**config.mk**
```make
export PLATFORM = sky130hd
export DESIGN_NAME = quadratic_probe_hash_insert_top_flat
export DESIGN_NICKNAME = d
export VERILOG_FILES = /design/src/sv/qphi_pkg.sv /design/src/sv/qphi_if.sv /design/src/sv/quadratic_probe_hash_insert_top.sv /design/src/sv/qphi_modu.sv /design/src/sv/qphi_store.sv /design/src/flat_wrapper.sv
export SDC_FILE = /design/constraint.sdc
export NUM_CORES = 1
export LEC_CHECK = 0
export ABC_AREA = 1
export BUFFER_PORTS_ARGS = -buffer_cell sky130_fd_sc_hd__buf_4
export CAP_MARGIN = 20
export CORE_ASPECT_RATIO = 1.1
export CORE_MARGIN = 2
export CORE_UTILIZATION = 45
export DETAILED_ROUTE_END_ITERATION = 8
export PLACE_DENSITY = 0.61
export SYNTH_ARGS = -nofsm -noshare
export SYNTH_HDL_FRONTEND = slang
export SYNTH_SLANG_ARGS = --single-unit
```
**constraint.sdc**
```tcl
create_clock -name clk -period 4 [get_ports clk]
set_clock_uncertainty 0.05 [all_clocks]
set_input_delay 0.4 -clock clk [delete_from_list [all_inputs] [get_ports clk]]
set_output_delay 0.4 -clock clk [all_outputs]
set_load 0.1 [all_outputs]
```
**src/sv/qphi_pkg.sv**
```systemverilog
// Shared types, constants and helpers for the quadratic-probe hash insert block.
// No dependencies; every other file refers to this package by scoped names.
package qphi_pkg;

    localparam int KEY_W  = 32;
    localparam int SLOT_W = 6;
    localparam int MOD_W  = 7;
    localparam int COEF_W = 8;
    localparam int CNT_W  = 6;
    localparam int CFG_IDX_W  = 2;
    localparam int CFG_DATA_W = 8;

    // Configuration register indexes
    localparam logic [CFG_IDX_W-1:0] REG_TABLE_SIZE   = 2'd0;
    localparam logic [CFG_IDX_W-1:0] REG_LINEAR_COEFF = 2'd1;
    localparam logic [CFG_IDX_W-1:0] REG_SQUARE_COEFF = 2'd2;

    // Reset values of the configuration registers
    localparam logic [MOD_W-1:0]  RST_TABLE_SIZE = 7'd64;
    localparam logic [COEF_W-1:0] RST_COEFF      = 8'd1;

    // Start request into the serial remainder unit
    typedef struct packed {
        logic              start;
        logic [KEY_W-1:0]  operand;   // left aligned, MSB first
        logic [CNT_W-1:0]  nbits;
    } mod_cmd_t;

    typedef struct packed {
        logic             done;
        logic [MOD_W-1:0] rem;
    } mod_stat_t;

    // One compare-subtract step; v must be below 2*m.
    function automatic logic [MOD_W-1:0] cond_sub(input logic [MOD_W:0] v,
                                                  input logic [MOD_W-1:0] m);
        logic [MOD_W:0] diff;
        begin
            diff = v - {1'b0, m};
            if (v >= {1'b0, m})
            begin
                cond_sub = diff[MOD_W-1:0];
            end
            else
            begin
                cond_sub = v[MOD_W-1:0];
            end
        end
    endfunction

endpackage

```
**src/sv/qphi_if.sv**
```systemverilog
// Handshake channels of the hash insert block: key requests in, slot results out.
// Depends on qphi_pkg for payload widths.
interface qphi_key_if;
    logic                           valid;
    logic                           ready;
    logic signed [qphi_pkg::KEY_W-1:0] key;

    modport source (output valid, output key, input ready);
    modport sink   (input valid, input key, output ready);
endinterface

interface qphi_res_if;
    logic                        valid;
    logic                        ready;
    logic [qphi_pkg::SLOT_W-1:0] slot;
    logic                        table_full;

    modport source (output valid, output slot, output table_full, input ready);
    modport sink   (input valid, input slot, input table_full, output ready);
endinterface

```
**src/sv/quadratic_probe_hash_insert_top.sv**
```systemverilog
// Quadratic-probe hash insert: top level with sequencer and configuration registers.
// Depends on qphi_pkg, qphi_if, qphi_modu and qphi_store.
//
// Each key request is inserted into an open-addressing table of TABLE_DEPTH slots,
// of which table_size (clamped to 1..min(TABLE_DEPTH,127)) are in use. Probe i visits
// (base + c1*i + c2*i*i) mod m, with base the non-negative remainder of the signed
// key; the key lands in the first empty slot, or table_full is returned when all m
// probes hit occupied slots. After reset the block sweeps the store empty before it
// takes the first key. For each key the single bit-serial remainder unit reduces the
// 32-bit key magnitude, then each 8-bit coefficient, each run followed by the
// handover of its remainder; then comes one setup state; then every probe takes one
// store read state plus one decide state on the shared store port; then the result
// is handed over once the output register is free, and the block returns to idle to
// take the next key. Only one key is in flight at a time, but a finished result
// waits in an output register, so the next key is taken while the previous result
// is still unclaimed. Configuration writes are meant for idle periods; slots above a
// shrunk table_size keep their contents.
module quadratic_probe_hash_insert_top
#(
    parameter int TABLE_DEPTH = 64
)
(
    input  logic                              clk,
    input  logic                              rst_n,
    qphi_key_if.sink                          key_chan,
    qphi_res_if.source                        result_chan,
    input  logic                              cfg_wr_en,
    input  logic [qphi_pkg::CFG_IDX_W-1:0]    cfg_index,
    input  logic [qphi_pkg::CFG_DATA_W-1:0]   cfg_data
);

    localparam int AW      = $clog2(TABLE_DEPTH);
    localparam int MOD_CAP = (TABLE_DEPTH < 127) ? TABLE_DEPTH : 127;
    localparam logic [AW-1:0] LAST_ADDR = AW'(TABLE_DEPTH - 1);
    localparam int MW = qphi_pkg::MOD_W;

    typedef enum logic [8:0] {
        ST_CLEAR   = 9'b000000001,
        ST_IDLE    = 9'b000000010,
        ST_MOD_KEY = 9'b000000100,
        ST_MOD_LIN = 9'b000001000,
        ST_MOD_SQR = 9'b000010000,
        ST_SETUP   = 9'b000100000,
        ST_READ    = 9'b001000000,
        ST_CHECK   = 9'b010000000,
        ST_DONE    = 9'b100000000
    } state_t;

    state_t state_reg, state_next;

    // Configuration registers
    logic [MW-1:0]                   table_size_reg;
    logic [qphi_pkg::COEF_W-1:0]     linear_coeff_reg;
    logic [qphi_pkg::COEF_W-1:0]     square_coeff_reg;

    // Per-item working registers
    logic [AW-1:0]                   clr_addr_reg;
    logic [qphi_pkg::KEY_W-1:0]      key_reg;
    logic                            neg_reg;
    logic [MW-1:0]                   pos_reg, pos_next;
    logic [MW-1:0]                   lin_reg;
    logic [MW-1:0]                   sqr_reg;
    logic [MW-1:0]                   step_reg, step_next;
    logic [MW-1:0]                   dbl_reg;
    logic [MW-1:0]                   probe_reg;
    logic [qphi_pkg::SLOT_W-1:0]     pend_slot_reg;
    logic                            pend_full_reg;

    // Output register
    logic                            out_valid_reg;
    logic [qphi_pkg::SLOT_W-1:0]     out_slot_reg;
    logic                            out_full_reg;

    logic [MW-1:0]                   modulus;
    logic [qphi_pkg::KEY_W-1:0]      key_mag;
    logic [MW-1:0]                   base_fix;
    qphi_pkg::mod_cmd_t              mod_cmd;
    qphi_pkg::mod_stat_t             mod_stat;
    logic                            store_we;
    logic [AW-1:0]                   store_addr;
    logic                            store_wr_occ;
    logic [qphi_pkg::KEY_W-1:0]      store_wr_key;
    logic                            store_rd_occ;
    logic                            key_take;
    logic                            out_free;

    // Clamp the modulus to 1..min(TABLE_DEPTH, 127)
    always_comb
    begin
        if (table_size_reg == '0)
        begin
            modulus = MW'(1);
        end
        else if (table_size_reg > MW'(MOD_CAP))
        begin
            modulus = MW'(MOD_CAP);
        end
        else
        begin
            modulus = table_size_reg;
        end
    end

    assign key_take = (state_reg == ST_IDLE) && key_chan.valid;
    assign key_mag  = key_chan.key[qphi_pkg::KEY_W-1] ? (~$unsigned(key_chan.key) + 1'b1)
                                                       : $unsigned(key_chan.key);

    // Negative key with a nonzero remainder folds back into range
    assign base_fix = (neg_reg && (mod_stat.rem != '0)) ? (modulus - mod_stat.rem)
                                                        : mod_stat.rem;

    // Remainder unit start requests: key magnitude, then c1, then c2
    always_comb
    begin
        mod_cmd = '0;
        if (key_take)
        begin
            mod_cmd.start   = 1'b1;
            mod_cmd.operand = key_mag;
            mod_cmd.nbits   = qphi_pkg::CNT_W'(qphi_pkg::KEY_W);
        end
        else if ((state_reg == ST_MOD_KEY) && mod_stat.done)
        begin
            mod_cmd.start   = 1'b1;
            mod_cmd.operand = {linear_coeff_reg, {(qphi_pkg::KEY_W - qphi_pkg::COEF_W){1'b0}}};
            mod_cmd.nbits   = qphi_pkg::CNT_W'(qphi_pkg::COEF_W);
        end
        else if ((state_reg == ST_MOD_LIN) && mod_stat.done)
        begin
            mod_cmd.start   = 1'b1;
            mod_cmd.operand = {square_coeff_reg, {(qphi_pkg::KEY_W - qphi_pkg::COEF_W){1'b0}}};
            mod_cmd.nbits   = qphi_pkg::CNT_W'(qphi_pkg::COEF_W);
        end
    end

    qphi_modu u_modu
    (
        .clk     (clk),
        .rst_n   (rst_n),
        .cmd     (mod_cmd),
        .modulus (modulus),
        .stat    (mod_stat)
    );

    // Advance the probe: pos += step, step += 2*c2, both mod m
    assign pos_next  = qphi_pkg::cond_sub({1'b0, pos_reg} + {1'b0, step_reg}, modulus);
    assign step_next = qphi_pkg::cond_sub({1'b0, step_reg} + {1'b0, dbl_reg}, modulus);

    // Store port: clearing sweep, probe reads, and the claiming write
    assign store_we     = (state_reg == ST_CLEAR) || ((state_reg == ST_CHECK) && !store_rd_occ);
    assign store_addr   = (state_reg == ST_CLEAR) ? clr_addr_reg : AW'(pos_reg);
    assign store_wr_occ = (state_reg != ST_CLEAR);
    assign store_wr_key = (state_reg == ST_CLEAR) ? '1 : key_reg;

    qphi_store #(.TABLE_DEPTH(TABLE_DEPTH)) u_store
    (
        .clk    (clk),
        .wr_en  (store_we),
        .addr   (store_addr),
        .wr_occ (store_wr_occ),
        .wr_key (store_wr_key),
        .rd_occ (store_rd_occ)
    );

    assign out_free = !out_valid_reg || result_chan.ready;

    // Sequencer
    always_comb
    begin
        state_next = state_reg;
        unique case (state_reg)
            ST_CLEAR:
            begin
                if (clr_addr_reg == LAST_ADDR)
                begin
                    state_next = ST_IDLE;
                end
            end
            ST_IDLE:
            begin
                if (key_chan.valid)
                begin
                    state_next = ST_MOD_KEY;
                end
            end
            ST_MOD_KEY:
            begin
                if (mod_stat.done)
                begin
                    state_next = ST_MOD_LIN;
                end
            end
            ST_MOD_LIN:
            begin
                if (mod_stat.done)
                begin
                    state_next = ST_MOD_SQR;
                end
            end
            ST_MOD_SQR:
            begin
                if (mod_stat.done)
                begin
                    state_next = ST_SETUP;
                end
            end
            ST_SETUP:
            begin
                state_next = ST_READ;
            end
            ST_READ:
            begin
                state_next = ST_CHECK;
            end
            ST_CHECK:
            begin
                if (!store_rd_occ || (probe_reg == modulus - 1'b1))
                begin
                    state_next = ST_DONE;
                end
                else
                begin
                    state_next = ST_READ;
                end
            end
            ST_DONE:
            begin
                if (out_free)
                begin
                    state_next = ST_IDLE;
                end
            end
            default:
            begin
                state_next = ST_CLEAR;
            end
        endcase
    end

    // Control state and configuration registers
    always_ff @(posedge clk or negedge rst_n)
    begin
        if (!rst_n)
        begin
            state_reg        <= ST_CLEAR;
            clr_addr_reg     <= '0;
            out_valid_reg    <= 1'b0;
            table_size_reg   <= qphi_pkg::RST_TABLE_SIZE;
            linear_coeff_reg <= qphi_pkg::RST_COEFF;
            square_coeff_reg <= qphi_pkg::RST_COEFF;
        end
        else
        begin
            state_reg <= state_next;
            if (state_reg == ST_CLEAR)
            begin
                clr_addr_reg <= clr_addr_reg + 1'b1;
            end
            if ((state_reg == ST_DONE) && out_free)
            begin
                out_valid_reg <= 1'b1;
            end
            else if (result_chan.ready)
            begin
                out_valid_reg <= 1'b0;
            end
            if (cfg_wr_en)
            begin
                unique case (cfg_index)
                    qphi_pkg::REG_TABLE_SIZE:   table_size_reg   <= cfg_data[MW-1:0];
                    qphi_pkg::REG_LINEAR_COEFF: linear_coeff_reg <= cfg_data;
                    qphi_pkg::REG_SQUARE_COEFF: square_coeff_reg <= cfg_data;
                    default:                    ;
                endcase
            end
        end
    end

    // Datapath registers
    always_ff @(posedge clk)
    begin
        if (key_take)
        begin
            key_reg <= $unsigned(key_chan.key);
            neg_reg <= key_chan.key[qphi_pkg::KEY_W-1];
        end
        if ((state_reg == ST_MOD_KEY) && mod_stat.done)
        begin
            pos_reg <= base_fix;
        end
        if ((state_reg == ST_MOD_LIN) && mod_stat.done)
        begin
            lin_reg <= mod_stat.rem;
        end
        if ((state_reg == ST_MOD_SQR) && mod_stat.done)
        begin
            sqr_reg <= mod_stat.rem;
        end
        if (state_reg == ST_SETUP)
        begin
            // step for probe 0 -> 1 is c1 + c2; it grows by 2*c2 each probe
            step_reg  <= qphi_pkg::cond_sub({1'b0, lin_reg} + {1'b0, sqr_reg}, modulus);
            dbl_reg   <= qphi_pkg::cond_sub({sqr_reg, 1'b0}, modulus);
            probe_reg <= '0;
        end
        if (state_reg == ST_CHECK)
        begin
            if (!store_rd_occ)
            begin
                pend_slot_reg <= pos_reg[qphi_pkg::SLOT_W-1:0];
                pend_full_reg <= 1'b0;
            end
            else if (probe_reg == modulus - 1'b1)
            begin
                pend_slot_reg <= '0;
                pend_full_reg <= 1'b1;
            end
            else
            begin
                pos_reg   <= pos_next;
                step_reg  <= step_next;
                probe_reg <= probe_reg + 1'b1;
            end
        end
        if ((state_reg == ST_DONE) && out_free)
        begin
            out_slot_reg <= pend_slot_reg;
            out_full_reg <= pend_full_reg;
        end
    end

    assign key_chan.ready         = (state_reg == ST_IDLE);
    assign result_chan.valid      = out_valid_reg;
    assign result_chan.slot       = out_slot_reg;
    assign result_chan.table_full = out_full_reg;

endmodule

```
**src/sv/qphi_modu.sv**
```systemverilog
// Bit-serial remainder unit: one shift and compare-subtract per cycle.
// Depends on qphi_pkg (mod_cmd_t, mod_stat_t, cond_sub).
module qphi_modu
(
    input  logic                         clk,
    input  logic                         rst_n,
    input  qphi_pkg::mod_cmd_t           cmd,
    input  logic [qphi_pkg::MOD_W-1:0]   modulus,
    output qphi_pkg::mod_stat_t          stat
);

    logic                         busy_reg;
    logic                         done_reg;
    logic [qphi_pkg::CNT_W-1:0]   cnt_reg;
    logic [qphi_pkg::KEY_W-1:0]   shift_reg;
    logic [qphi_pkg::MOD_W-1:0]   rem_reg;
    logic [qphi_pkg::MOD_W-1:0]   rem_next;

    assign rem_next = qphi_pkg::cond_sub({rem_reg, shift_reg[qphi_pkg::KEY_W-1]}, modulus);

    always_ff @(posedge clk or negedge rst_n)
    begin
        if (!rst_n)
        begin
            busy_reg <= 1'b0;
            done_reg <= 1'b0;
            cnt_reg  <= '0;
        end
        else if (cmd.start)
        begin
            busy_reg <= 1'b1;
            done_reg <= 1'b0;
            cnt_reg  <= cmd.nbits;
        end
        else if (busy_reg)
        begin
            cnt_reg <= cnt_reg - 1'b1;
            if (cnt_reg == qphi_pkg::CNT_W'(1))
            begin
                busy_reg <= 1'b0;
                done_reg <= 1'b1;
            end
        end
        else
        begin
            done_reg <= 1'b0;
        end
    end

    always_ff @(posedge clk)
    begin
        if (cmd.start)
        begin
            shift_reg <= cmd.operand;
            rem_reg   <= '0;
        end
        else if (busy_reg)
        begin
            shift_reg <= {shift_reg[qphi_pkg::KEY_W-2:0], 1'b0};
            rem_reg   <= rem_next;
        end
    end

    assign stat.done = done_reg;
    assign stat.rem  = rem_reg;

endmodule

```
**src/sv/qphi_store.sv**
```systemverilog
// Slot store: occupancy bits and stored keys, one shared address port.
// Read data is registered; depends on qphi_pkg for the key width.
module qphi_store
#(
    parameter int TABLE_DEPTH = 64
)
(
    input  logic                         clk,
    input  logic                         wr_en,
    input  logic [$clog2(TABLE_DEPTH)-1:0] addr,
    input  logic                         wr_occ,
    input  logic [qphi_pkg::KEY_W-1:0]   wr_key,
    output logic                         rd_occ
);

    logic                       occ_mem [TABLE_DEPTH];
    logic [qphi_pkg::KEY_W-1:0] key_mem [TABLE_DEPTH];
    logic                       rd_occ_reg;

    always_ff @(posedge clk)
    begin
        if (wr_en)
        begin
            occ_mem[addr] <= wr_occ;
            key_mem[addr] <= wr_key;
        end
        rd_occ_reg <= occ_mem[addr];
    end

    assign rd_occ = rd_occ_reg;

endmodule
```
**src/flat_wrapper.sv**
```systemverilog
// flat-port wrapper written by rule: the top's interface ports become plain ports
module quadratic_probe_hash_insert_top_flat 
#(
    parameter int TABLE_DEPTH = 64
)
  (clk, rst_n, cfg_wr_en, cfg_index, cfg_data, key_chan_valid, key_chan_key, key_chan_ready, result_chan_valid, result_chan_slot, result_chan_table_full, result_chan_ready);
  qphi_key_if key_chan_i ();
  qphi_res_if result_chan_i ();
  input  logic clk;
  input  logic rst_n;
  input  logic cfg_wr_en;
  input  logic [qphi_pkg::CFG_IDX_W-1:0] cfg_index;
  input  logic [qphi_pkg::CFG_DATA_W-1:0] cfg_data;
  input wire logic [$bits(key_chan_i.valid)-1:0] key_chan_valid;
  input wire logic [$bits(key_chan_i.key)-1:0] key_chan_key;
  output wire logic [$bits(key_chan_i.ready)-1:0] key_chan_ready;
  output wire logic [$bits(result_chan_i.valid)-1:0] result_chan_valid;
  output wire logic [$bits(result_chan_i.slot)-1:0] result_chan_slot;
  output wire logic [$bits(result_chan_i.table_full)-1:0] result_chan_table_full;
  input wire logic [$bits(result_chan_i.ready)-1:0] result_chan_ready;
  assign key_chan_i.valid = key_chan_valid;
  assign key_chan_i.key = key_chan_key;
  assign key_chan_ready = key_chan_i.ready;
  assign result_chan_valid = result_chan_i.valid;
  assign result_chan_slot = result_chan_i.slot;
  assign result_chan_table_full = result_chan_i.table_full;
  assign result_chan_i.ready = result_chan_ready;
  quadratic_probe_hash_insert_top #(.TABLE_DEPTH(TABLE_DEPTH)) u_core (.clk(clk), .rst_n(rst_n), .key_chan(key_chan_i), .result_chan(result_chan_i), .cfg_wr_en(cfg_wr_en), .cfg_index(cfg_index), .cfg_data(cfg_data));
endmodule
```
After elaboration in Yosys (flattened, before gate mapping)
Memory sizes are Yosys's and may differ from the RTL's. A register that Yosys moved wholly into a read port is not among the register bits.
Index checks and enable logic that the tools add are counted.
{ "word_totals": {"wordCells": 140, "ff_bits": 143, "n_memories": 1, "out_inout_bits": 9, "in_bits": 47, "ram_bits": 64} }
{ "op_classes": {"eq_ne": 23, "n_lt_le_gt_ge": 6, "n_mux": 50, "bitwise_logic": 1, "n_reduce_logical": 22, "add_sub_neg": 14} }
{ "memory_table": {"columns": ["memory", "words", "word_bits", "rd", "rd_clocked_by_memory_dff", "wr", "line", "source"], "rows": [
  ["u_core.u_store.occ_mem", 64, 1, 1, 1, 1, "qphi_store.sv:16", "logic occ_mem [TABLE_DEPTH];"]
]} }
{ "op_table": {"columns": ["op", "count"], "rows": [
  ["7-bit two-way mux", 20],
  ["39-bit two-way mux", 3],
  ["32-bit two-way mux", 3],
  ["9-bit case mux with 9 select lines", 1],
  ["9-bit two-way mux", 7],
  ["7-bit subtractor", 6],
  ["8-bit by 7-bit greater-or-equal comparator with 1-bit output", 5],
  ["32-bit by 1-bit adder with 32-bit output, second input constant", 1],
  ["32-bit NOT", 1],
  ["6-bit two-way mux", 5],
  ["7-bit by 7-bit adder with 8-bit output", 3],
  ["1-bit two-way mux", 11],
  ["2-bit inequality test, second input constant", 5],
  ["9-bit by 1-bit == test with 1-bit output, second input constant", 1],
  ["9-bit by 2-bit == test with 1-bit output, second input constant", 1],
  ["9-bit by 3-bit == test with 1-bit output, second input constant", 1],
  ["9-bit by 4-bit == test with 1-bit output, second input constant", 1],
  ["9-bit by 5-bit == test with 1-bit output, second input constant", 1],
  ["9-bit by 6-bit == test with 1-bit output, second input constant", 1],
  ["9-bit by 7-bit == test with 1-bit output, second input constant", 1],
  ["9-bit by 8-bit == test with 1-bit output, second input constant", 1],
  ["9-bit == test, second input constant", 1],
  ["9-bit by 1-bit inequality test with 1-bit output, second input constant", 1],
  ["2-bit AND reduction", 4],
  ["20 further kinds", 31]
]} }

Logic depth before layout (Yosys ltp)
Gate-level depths: netlist of run 1.
{ "logic_depth": {"ltp_word": 9, "ltp_mapped": 20} }

Cells and area by module
Synthesis of run 1 repeated with hierarchy kept, for this count alone.
{ "unflattened": {"hier_cells": 1855, "hier_area_um2": 14799.2} }
{ "by_module_without_submodules": {"columns": ["module", "instances", "cells_per_inst", "area_each_um2"], "rows": [
  ["quadratic_probe_hash_insert_top", 1, 1216, 9192.6],
  ["qphi_store", 1, 345, 3105.5],
  ["qphi_modu", 1, 294, 2501.1]
]} }

Worst setup path before layout of run 1
No wires, ideal clock.
{ "synth_timing": {"kind": "register to register", "startpoint": "reg u_core.table_size_reg[6]", "endpoint": "reg u_core.u_modu.rem_reg[4] in the netlist's numbering", "slack_ns": 0.944, "period_less_slack_ns": 3.056, "arrival_ns": 2.862, "path_stages_with_launch": 15, "path_cell_list": "dfstp_2 -> clkbuf_2 -> nand2_1 -> nand2_1 -> inv_1 -> fa_1 -> o21ai_0 -> a21oi_1 -> o21ai_0 -> nand2_1 -> nand2_1 -> clkbuf_1 -> nand2_1 -> o21ai_0 -> o22ai_1"} }
{ "synth_via": {"elab_chain_len": 5, "word_cells_on_any_way": 7, "cone_classes": "add/sub: 1; order compare: 2; mux: 3; reduce/logical: 1"} }
{ "synth_rtl": {"columns": ["item", "line", "source"], "rows": [
  ["start, declared", "quadratic_probe_hash_insert_top.sv:52", "logic [MW-1:0] table_size_reg;"],
  ["start signal, assigned", "quadratic_probe_hash_insert_top.sv:248", "table_size_reg <= qphi_pkg::RST_TABLE_SIZE;"],
  ["start signal, assigned", "quadratic_probe_hash_insert_top.sv:270", "qphi_pkg::REG_TABLE_SIZE: table_size_reg <= cfg_data[MW-1:0];"],
  ["7-bit > comparator", "quadratic_probe_hash_insert_top.sv:94", "else if (table_size_reg > MW'(MOD_CAP))"],
  ["7-bit two-way mux", "quadratic_probe_hash_insert_top.sv:94", null],
  ["7-bit two-way mux *", "quadratic_probe_hash_insert_top.sv:90", "if (table_size_reg == '0)"],
  ["7-bit subtractor / 8-bit by 7-bit greater-or-equal comparator with 1-bit output (equally long branches)", "qphi_pkg.sv:39, qphi_pkg.sv:40", null],
  ["7-bit two-way mux *", "qphi_pkg.sv:40", "if (v >= {1'b0, m})"],
  ["end signal, assigned", "qphi_modu.sv:60", "rem_reg <= rem_next;"],
  ["end, declared", "qphi_modu.sv:16", "logic [qphi_pkg::MOD_W-1:0] rem_reg;"]
]} }
Every way passes the cells marked *; elsewhere a longest branch is shown, timed or not.
A chain may end at the register's enable or synchronous reset.

Worst setup path in the final report of run 1
{ "layout_timing": {"startpoint": "reg u_core.pos_reg[0]", "endpoint": "reg u_core.pos_reg[2]"} }
{ "layout_via": {"elab_chain_len": 6, "word_cells_on_any_way": 7, "cone_classes": "add/sub: 2; order compare: 1; mux: 4"} }
{ "layout_rtl": {"columns": ["item", "line", "source"], "rows": [
  ["start, declared", "quadratic_probe_hash_insert_top.sv:60", "logic [MW-1:0] pos_reg, pos_next;"],
  ["start signal, assigned", "quadratic_probe_hash_insert_top.sv:289", "pos_reg <= base_fix;"],
  ["start signal, assigned", "quadratic_probe_hash_insert_top.sv:320", "pos_reg <= pos_next;"],
  ["7-bit by 7-bit adder with 8-bit output *", "quadratic_probe_hash_insert_top.sv:146", "assign pos_next = qphi_pkg::cond_sub({1'b0, pos_reg} + {1'b0, step_reg}, modulus);"],
  ["7-bit subtractor / 8-bit by 7-bit greater-or-equal comparator with 1-bit output (equally long branches)", "qphi_pkg.sv:39, qphi_pkg.sv:40", null],
  ["7-bit two-way mux *", "qphi_pkg.sv:40", null],
  ["7-bit two-way mux *", "quadratic_probe_hash_insert_top.sv:313", "else if (probe_reg == modulus - 1'b1)"],
  ["7-bit two-way mux *", "quadratic_probe_hash_insert_top.sv:308", "if (!store_rd_occ)"],
  ["7-bit two-way mux *", "quadratic_probe_hash_insert_top.sv:306", "if (state_reg == ST_CHECK)"]
]} }
Marks and branches as above.

==> results of run 1 <==
stage by stage:
stage	utilization [%]	std cells	area, um^2
after floorplan	-	1577	13000
after global placement	48.1	1971	13700
after detailed placement	48.1	1971	13700
after CTS	50.6	2014	14400
after global routing	50.6	2015	14500
final	50.6	2015	14500
timing repair:
item                                    CTS  global route
endpoints found under the hold margin    43             0
hold buffers                              1             0
endpoints found under the setup margin    0             0
cell families after synthesis:
group,share of synthesized area (%)
flip-flops,44.1
multiplexers,0.0867
XOR/XNOR,4.65
adder cells (fa/ha/maj),7.93
AO/OA/AOI/OAI,9.74
buffers and inverters,6.61
AND/OR/NAND/NOR,26.9
critical path, stage by stage (launching register included):
cell and delay, ns:
dfxtp_1 0.40, ha_1 0.22, inv_1 0.07, fa_1 0.41, o21ai_0 0.33, xnor2_1 0.16, inv_1 0.07, ha_1 0.30
nand2_1 0.07, or2_2 0.31, nand4_1 0.08, a21oi_1 0.06, o21ai_0 0.20, buf_2 0.29, nand2_1 0.06, o21ai_0 0.07
nand3_1 0.09, nand2_1 0.08, inv_1 0.03
routing by layer:
layer | part of all wire [%] | wire length (um) | vias up
met1 | 46 | 14500 | 4957
met3 | 4.4 | 1390 | 49
li1 | - | - | 5386
met5 | 0 | 0 | -
met2 | 47 | 14900 | 232
met4 | 2.4 | 743 | 0
cells in the final DEF, fill, tap and decap left out, types with 7 or more instances in the layout:
cell type | Yosys | layout
a21oi_1 | 66 | 66
buf_4 | 8 | 67
clkbuf_16 | 0 | 23
clkinv_1 | 0 | 8
dfrtp_1 | 43 | 43
dfxtp_1 | 29 | 29
edfxtp_1 | 132 | 132
fa_1 | 9 | 9
ha_1 | 68 | 68
inv_1 | 150 | 150
inv_2 | 15 | 15
nand2_1 | 434 | 434
nand2_2 | 9 | 9
nand3_1 | 94 | 94
nand4_1 | 37 | 37
nor2_1 | 149 | 149
nor3_1 | 15 | 15
nor4_1 | 11 | 11
o211ai_1 | 7 | 7
o21ai_0 | 104 | 104
o21ai_1 | 10 | 10
o21bai_1 | 7 | 7
o22ai_1 | 8 | 8
xnor2_1 | 28 | 28
xor2_1 | 41 | 41
cell usage after synthesis (29+ instances only):
library cell,count
nand2_1,434
inv_1,150
nor2_1,149
edfxtp_1,132
o21ai_0,104
nand3_1,94
ha_1,68
a21oi_1,66
dfrtp_1,43
xor2_1,41
nand4_1,37
dfxtp_1,29
final timing paths:
| check | startpoint | endpoint | cells after the start |
|---|---|---|---|
| worst max-delay path | u_core.pos_reg[0] | u_core.pos_reg[2] | 18 |
| worst min-delay path | key_chan_valid | u_core.state_reg[1] | 2 |
| worst max register to register | u_core.pos_reg[0] | u_core.pos_reg[2] | 18 |
| worst min register to register | u_core.pend_slot_reg[5] | u_core.result_chan.slot[5] | 0 |
| max in group asynchronous | rst_n | u_core.clr_addr_reg[2] | 2 |
| min in group asynchronous | rst_n | u_core.square_coeff_reg[7] | 2 |
power by group through the flow:
stage | Clock (mW) | Combinational [mW] | Sequential (mW)
finish | 2.05 | 1.53 | 2.73
floorplan | 0 | 1.16 | 2.70
detailed placement | 0 | 1.52 | 2.77
global route | 2.19 | 1.76 | 2.75
global placement | 0 | 1.51 | 2.77
CTS | 2.10 | 1.54 | 2.73
final cells by class:
class | instances | share of cell area (%)
Timing Repair Buffer | 69 | 3.58
Multi-Input combinational cell | 1162 | 44.4
Tap cell | 368 | 3.19
Inverter | 166 | 4.33
Clock inverter | 15 | 0.848
Sequential cell | 208 | 39.6
Clock buffer | 27 | 4.09
==> metrics.yaml, run 1 <==
drtAntennaViolNets: 0
multi_input_area_um2: 6410
worstSetupPathType: "flip-flop to flip-flop"
async_flop_share_pct: 22.6
cp-start-kind: "flip-flop"
p_switching_mw: 1.97
hold_slack_ns: 0.0503
critical_path_arrival_ns: 3.81
hold_violations: 0
grt-ovfl-total: 0
power_frac_comb_pct: 24.3
syn_area_per_cell_um2: 8.24
fin_ws_ns: 0.548
status: "finished, final reports clean"
num_rows: 65
yosys.area.top_type: "edfxtp_1"
wl_um: 31600
rsz0062_at_grt: "no"
drcViolationCount: 0
viasPerCell: 5.27
period_share_pct: 86.3
max_freq_ghz: 0.290
die_width_um: 166
largest_reg_flops: 64
ys.flop_type: "edfxtp_1"
dp_slack_ns: 0.557
maxSlewHeadroom_pct: 46.1
power_frac_clock_pct: 32.5
antenna_found_initial: 0
syn_area_um2: 13000
vias: 10600
p_sw_share_pct: 31.2
internal_power_mw: 4.34
drive_above_1_share_pct: 10.0
grt.busiest_layer: "met2"
tritoncts: "built"
met3_usage_pct: 2.65
synth_edf_count: 132
tns_ns: 0
grt_pass1_vias: 10300
n_fill_cell: 2725
num_antenna_cells: 0
end_kind: "flip-flop"
port_buffers: 55
setup_viol: 0
tightest_slew_ns: 0.805
cts_buffers: 23
grt_usage_pct: 20.9
synth-seq-cells: 208
grt.met2_usage_pct: 35.9
grt_pass1_wl_um: 51900
cts_sinks: 208
p_leak_nw: 6.29
ys_types: 58
post-cts-setup-buffers: 0
ir_drop_uv: 306
synth.top_cell.area_share_pct: 30.5
core_um2: 28500
min_path_type: "primary input to flip-flop"
pwr-share-seq_pct: 43.2
min_period_ns: 3.45
ys_seq_area_share_pct: 44.1
synth_area_leaders: "edfxtp_1 31%, nand2_1 13%, dfrtp_1 8.3%"
cp_data_required_time_ns: 4.36
postSynthCellCount: 1577
maxSlewViolCount: 0
drt-initial-drc-count: 641
cts_resized: 0
seq_area_um2: 5730
cts_root_buf: "clkbuf_16"
crit_fanout: 10
gp_congestion: 0.886
yosys_warnings: 0
rrSetupSlack_ns: 0.55
area.growth.synth_to_final_pct: 11.2
syn_nets: 1701
wire_per_inst_um: 15.7
start_util_pct: 45.5
grt_use_met1_pct: 28.0
power_mw: 6.30
cts_buffer_depth: 3
grt_max_degree: 48
power.density_nw_per_um2: 436
die-area_um2: 30300
first_pass_iters: 5
fin_nets: 1754
die_y_um: 182
insertion_delay_ns: 0.53
path_clk_slew_ns: 0.06
drv_cap: 0
dp_hpwl_um: 22700
ioPinCount: 56
htreeDepth: 1
No activity file was read; power rests on OpenSTA's default activity.
==> run 2, diff against run 1 <==
--- a/config.mk
+++ b/config.mk
@@ -13,6 +13,8 @@
 export CORE_UTILIZATION = 45
 export DETAILED_ROUTE_END_ITERATION = 8
 export PLACE_DENSITY = 0.61
+export RECOVER_POWER = 50
 export SYNTH_ARGS = -nofsm -noshare
 export SYNTH_HDL_FRONTEND = slang
+export SYNTH_HIERARCHICAL = 1
 export SYNTH_SLANG_ARGS = --single-unit
==> run 2 against run 1 <==
Effect of this change: the run now ends with capacitance limit, slew limit left; total power up 57%; count of clock-buffer cells in the layout is 2 higher; clock power up 7%; maximum frequency fell by 2.0%; global-route usage rose by 0.54 points; worst setup slack lost 0.071 ns; die area rose by 5.0%; synthesized area up 5.2%; wire length grew 6.3%; core utilization rose by 0.52 points; flip-flop and latch count stayed put; non-clock buffer count rose by 3; critical endpoint is now u_core/pend_slot_reg[3]; largest power group is now combinational cells.
==> metrics.yaml, run 2 <==
status: "complete, but fails checks"
failed_checks: "capacitance limit, slew limit"
worstSetupPathType: "flip-flop to flip-flop"
area.growth.synth_to_final_pct: 11.3  # about the same
n_fill_cell: 2902  # +6.5%
cp_data_required_time_ns: 4.11  # -0.25 ns
grt_max_degree: 48  # unchanged
grt_usage_pct: 21.5  # +0.54 points
grt_pass1_wl_um: 55600  # +7.2%
drv_cap: 1  # +1
max_stage_delay_ns: 0.82  # +0.41 ns
path_clk_slew_ns: 0.07  # about the same
tns_ns: 0  # unchanged
num_rows: 66  # +1.5%
fin_ws_ns: 0.477  # -0.0712 ns
power_frac_comb_pct: 43.9  # +20 points
drt-initial-drc-count: 804  # +25%
dp_slack_ns: 0.617  # +0.0602 ns
cts_buffer_depth: 3  # unchanged
vias: 11500  # +8.5%
tightest_slew_ns: 2.67  # +1.86 ns
wl_um: 33600  # +6.3%
syn_area_um2: 13700  # +5.2%
fin_nets: 1968  # +12%
final_area_um2: 15200  # +5.2%
crit_path_top_delay_cell: "dfstp_1"
drcViolationCount: 0  # unchanged
cp-start-kind: "flip-flop"
gp_congestion: 0.874  # -1.4%
critical_path_arrival_ns: 3.63  # -0.18 ns
syn_area_per_cell_um2: 7.63  # -7.4%
post-cts-setup-buffers: 0  # unchanged
port_buffers: 55  # unchanged
hold_violations: 0  # unchanged
drive_above_1_share_pct: 8.45  # -1.6 points
ir_drop_uv: 378  # +23%
pwr-share-seq_pct: 34.0  # -9.2 points
first_pass_iters: 5  # unchanged
htreeDepth: 1  # unchanged
seq_area_um2: 5730  # unchanged
path_cells: "inv_1 -> nand2_1 -> nand2_8 -> inv_6 -> ha_1 -> nand2_1 -> inv_1 -> nand2_1 -> nand2_1 -> xor2_1 -> nand3_2 -> nor2_4 -> nor2_1 -> nor2_1"
cts_root_buf: "clkbuf_16"
core_um2: 29700  # +4.1%
multi_input_area_um2: 6690  # +4.4%
path_delay_family: "simple AND/OR/NAND/NOR gates"
die-area_um2: 31800  # +5.0%
rrSetupSlack_ns: 0.48  # -0.07 ns
dp_hpwl_um: 24500  # +7.8%
dpl-instance-area_um2: 14500  # +5.4%
cp_num_buf_inv: 3  # -1
crit_fanout: 11  # +1
start_util_pct: 46.0  # +0.44 points
period_share_pct: 88.1  # +1.8 points
yosys_warnings: 6  # +6
r2r_start: "u_core/table_size_reg[6]"
cts_buffers: 24  # +4.3%
viasPerCell: 5.14  # -2.6%
internal_power_mw: 5.72  # +32%
p_switching_mw: 4.19  # +110%
grt_pass1_vias: 11100  # +8.2%
grt-ovfl-total: 0  # unchanged
setup_viol: 0  # unchanged
power.density_nw_per_um2: 651  # +49%
rsz0062_at_grt: "no"
cts_sinks: 208  # unchanged
drtAntennaViolNets: 0  # unchanged
max_freq_ghz: 0.284  # -2.0%
end_kind: "flip-flop"
largest_reg_flops: 64  # unchanged
maxSlewHeadroom_pct: -77.8  # -120 points
p_sw_share_pct: 42.3  # +11 points
insertion_delay_ns: 0.54  # about the same
ioPinCount: 56  # unchanged
crit_top_cell: "nand2_1"
die_width_um: 170  # +2.5%
power_frac_clock_pct: 22.1  # -10 points
most-common-layout-cells: "534 x nand2_1, 251 x inv_1, 174 x nor2_1"
num_antenna_cells: 0  # unchanged
maxSlewViolCount: 48  # +48
tritoncts: "built"
postSynthCellCount: 1790  # +14%
hp-start: "key_chan_valid"
min_path_type: "primary input to flip-flop"
wire_per_inst_um: 15.0  # -4.5%
mostFrequentLayoutCell: "nand2_1"
fin_cells: 2243  # +11%
worstSetupStartpoint: "u_core/table_size_reg[6]"
die_y_um: 187  # +2.5%
min_period_ns: 3.52  # +0.0712 ns
hold_slack_ns: 0.0430  # -0.00722 ns
antenna_found_initial: 0  # unchanged
p_leak_nw: 7.15  # +14%
dp.cells: 2198  # +12%
-- run 2: cell count changes in the layout (fill, tap and decap cells not counted), sizes merged, moves of 13 or more --
| cell | change |
|---|---|
| nor2 | +30 |
| clkbuf | +19 |
| buf | -14 |
| nor3 | +15 |
| xor2 | -13 |
| o21ai | -16 |
| nand2 | +103 |
| inv | +96 |
| nor4 | -13 |
-- run 2: routing by layer --
layer  global-route usage [%]  vias to the layer above  wire length, um
met5                        0                        -                0
met2                     36.0                      231            15600
met3                     2.91                       49             1510
met1                     29.5                     5310            15800
li1                         -                     5933                -
met4                     4.93                        0              629
-- run 2: layout make-up --
| cell class | instances | share of cell area [%] |
|---|---|---|
| clock inverters | 15 | 1.07 |
| repair buffers | 72 | 3.26 |
| clock buffers | 29 | 4.20 |
| flip-flops and latches | 208 | 37.7 |
| multi-input cells | 1280 | 44.0 |
| well taps | 374 | 3.08 |
| inverters | 265 | 6.75 |
-- run 2: worst paths after layout --
kind | end | cells past startpoint
hold reg to reg | u_core/result_chan.slot[4] | 0
min in group asynchronous | u_core/square_coeff_reg[7] | 2
setup reg to reg | u_core/pend_slot_reg[3] | 14
setup / recovery | u_core/pend_slot_reg[3] | 14
max in group asynchronous | u_core/clr_addr_reg[1] | 2
hold / removal | u_core/state_reg[1] | 2
-- run 2: what timing repair did --
action	4_1_cts	5_1_grt
endpoints found under the hold margin	43	0
resized for setup	0	0
hold buffers	1	0
-- run 2: stage by stage --
stage	total power, mW	util, %
2_1_floorplan	6.62	-
6_report	9.91	51.2
3_5_place_dp	7.76	48.7
3_3_place_gp	7.69	48.7
5_1_grt	10.7	51.2
4_1_cts	9.99	51.4
-- run 2: power by group through the flow --
stage / clock [mW] / combinational (mW) / sequential [mW]
2_1_floorplan: 0 / 3.35 / 3.28
3_3_place_gp: 0 / 4.31 / 3.38
3_5_place_dp: 0 / 4.37 / 3.40
4_1_cts: 2.25 / 4.39 / 3.36
5_1_grt: 2.35 / 4.97 / 3.42
6_report: 2.19 / 4.35 / 3.36
-- run 2: worst register-to-register path, stage by stage, from the launching register on --
cell and delay [ns]:
dfstp_1 0.82, inv_1 0.22, nand2_1 0.29, nand2_8 0.12, inv_6 0.12, ha_1 0.22
nand2_1 0.10, inv_1 0.09, nand2_1 0.05, nand2_1 0.08, xor2_1 0.18, nand3_2 0.14
nor2_4 0.17, nor2_1 0.07, nor2_1 0.45
==> run 3, diff against run 2 <==
--- a/config.mk
+++ b/config.mk
@@ -11,6 +11,7 @@
 export CORE_ASPECT_RATIO = 1.1
 export CORE_MARGIN = 2
 export CORE_UTILIZATION = 45
+export CTS_BUF_LIST = sky130_fd_sc_hd__clkbuf_16
 export DETAILED_ROUTE_END_ITERATION = 8
 export PLACE_DENSITY = 0.61
 export RECOVER_POWER = 50
==> run 3 against run 2 <==
Effect of this change: the flow still finishes with violations (capacitance limit, slew limit); core utilization decreased by 0.067 points; total power decreased by 0.46%; wire length decreased by 0.22%; non-clock buffer count unchanged; maximum frequency increased by 0.59%; critical path depth unchanged; via count decreased by 0.37%; worst setup slack improved by 0.021 ns.
==> metrics.yaml, run 3 (synthesis results as in run 2) <==
status: "complete, but fails checks"
failed_checks: "capacitance limit, slew limit"
met2_length_um: 15500  # -0.71%
tns_ns: 0  # unchanged
drt-initial-drc-count: 842  # +4.7%
end_kind: "flip-flop"
vias: 11500  # -0.37%
grt_max_degree: 48  # unchanged
tightest_slew_ns: 2.66  # -0.00962 ns
start_util_pct: 46.0  # unchanged
p_leak_nw: 7.15  # about the same
p_sw_share_pct: 42.5  # +0.20 points
path_clk_slew_ns: 0.07  # about the same
insertion_delay_ns: 0.54  # about the same
dr.max_layer_used: "met4"
max_freq_ghz: 0.286  # +0.59%
maxSlewHeadroom_pct: -77.2  # +0.64 points
most-common-layout-cells: "534 x nand2_1, 254 x inv_1, 174 x nor2_1"
grt_usage_pct: 21.5  # -0.023 points
fin_ws_ns: 0.497  # +0.0205 ns
worstSetupStartpoint: "u_core/table_size_reg[6]"
dp.cells: 2198  # unchanged
drtAntennaViolNets: 0  # unchanged
fin_nets: 1968  # unchanged
cp_data_required_time_ns: 4.11  # about the same
critical_path_arrival_ns: 3.62  # about the same
cts_buffers: 24  # unchanged
drive_above_1_share_pct: 8.35  # -0.11 points
wl_met3_um: 1580  # +4.3%
reg2regPathDepth: 14  # unchanged
drv_cap: 1  # unchanged
n_fill_cell: 2903  # +0.034%
cp-start-kind: "flip-flop"
first_pass_iters: 8  # +3
die_y_um: 187  # unchanged
setup_viol: 0  # unchanged
worstSetupPathType: "flip-flop to flip-flop"
mostFrequentLayoutCell: "nand2_1"
multi_input_area_um2: 6690  # unchanged
utilization_pct: 51.1  # -0.067 points
hold_buffers: 1  # unchanged
min_period_ns: 3.50  # -0.0205 ns
wire_per_inst_um: 14.9  # -0.22%
drt-met1-wl_um: 15700  # -0.41%
r2r_start: "u_core/table_size_reg[6]"
wl_um: 33500  # -0.22%
min_path_type: "primary input to flip-flop"
power.density_nw_per_um2: 649  # -0.33%
hold_end: "u_core/state_reg[1]"
maxSlewViolCount: 48  # unchanged
core_um2: 29700  # unchanged
seq_area_um2: 5730  # unchanged
drcViolationCount: 0  # unchanged
num_rows: 66  # unchanged
antenna_found_initial: 0  # unchanged
htreeDepth: 1  # unchanged
fin_cells: 2243  # unchanged
internal_power_mw: 5.68  # -0.81%
rrSetupSlack_ns: 0.50  # +0.02 ns
dpl-instance-area_um2: 14500  # unchanged
hp-start: "key_chan_valid"
die-area_um2: 31800  # unchanged
hold_slack_ns: 0.0439  # +0.000856 ns
cts_sinks: 208  # unchanged
p_switching_mw: 4.19  # about the same
cts_buffer_depth: 3  # unchanged
power_frac_comb_pct: 44.2  # +0.3 points
tritoncts: "built"
viasPerCell: 5.12  # -0.37%
grt_pass1_vias: 11100  # -0.12%
grt_pass1_wl_um: 55600  # about the same
port_buffers: 55  # unchanged
area.growth.synth_to_final_pct: 11.2
final_area_um2: 15200  # -0.13%
ioPinCount: 56  # unchanged
pwr-share-seq_pct: 34.1  # about the same
holdPathStages: 2  # unchanged
dp_hpwl_um: 24500  # unchanged
num_antenna_cells: 0  # unchanged
hold_violations: 0  # unchanged
cts_root_buf: "clkbuf_16"
crit_fanout: 11  # unchanged
r2r_end: "u_core/pend_slot_reg[3]"
grt-ovfl-total: 0  # unchanged
power_mw: 9.86  # -0.46%
post-cts-setup-buffers: 0  # unchanged
largest_reg_flops: 64  # unchanged
ir_drop_uv: 378  # about the same
rsz0062_at_grt: "no"
dp_slack_ns: 0.617  # unchanged
gp_congestion: 0.874  # unchanged
cts_resized: 0  # unchanged
period_share_pct: 87.6  # -0.51 points
power_frac_clock_pct: 21.7  # -0.4 points
die_width_um: 170  # unchanged
## run 3: worst max path at each step
stage,end,slack [ns]
final,u_core/pend_slot_reg[3],0.50
after CTS,u_core/step_reg[1],0.61
after global placement,u_core/pend_slot_reg[4],0.81
after global routing,u_core/pend_slot_reg[3],0.18
after floorplan,u_core/u_store/occ_mem[12],0.53
after detailed placement,u_core/step_reg[1],0.62
## run 3: critical path, stage by stage (launching register included)
cell     delay (ns)
dfstp_1        0.82
inv_1          0.20
nand2_1        0.28
nand2_8        0.11
inv_6          0.12
ha_1           0.22
nand2_1        0.10
inv_1          0.08
nand2_1        0.05
nand2_1        0.08
xor2_1         0.18
nand3_2        0.14
nor2_4         0.17
nor2_1         0.07
nor2_1         0.44
## run 3: cell type report
| class | count | area share (%) |
|---|---|---|
| Sequential cell | 208 | 37.7 |
| Clock buffer | 24 | 3.95 |
| Multi-Input combinational cell | 1280 | 44.1 |
| Timing Repair Buffer | 72 | 3.26 |
| Tap cell | 374 | 3.08 |
| Clock inverter | 20 | 1.19 |
| Inverter | 265 | 6.76 |
## run 3: per-layer routing
metal / vias up / GRT usage, %
met4: 0 / 4.96
met5: - / 0
met2: 226 / 36.0
li1: 5930 / -
met3: 47 / 2.82
met1: 5277 / 29.5
## run 3: power groups by stage
| stage | Sequential [mW] | Combinational (mW) | Clock [mW] |
|---|---|---|---|
| 6_report | 3.36 | 4.36 | 2.14 |
| 5_1_grt | 3.42 | 4.97 | 2.30 |
| 4_1_cts | 3.36 | 4.39 | 2.20 |
| 3_5_place_dp | 3.40 | 4.37 | 0 |
| 3_3_place_gp | 3.38 | 4.31 | 0 |
| 2_1_floorplan | 3.28 | 3.35 | 0 |
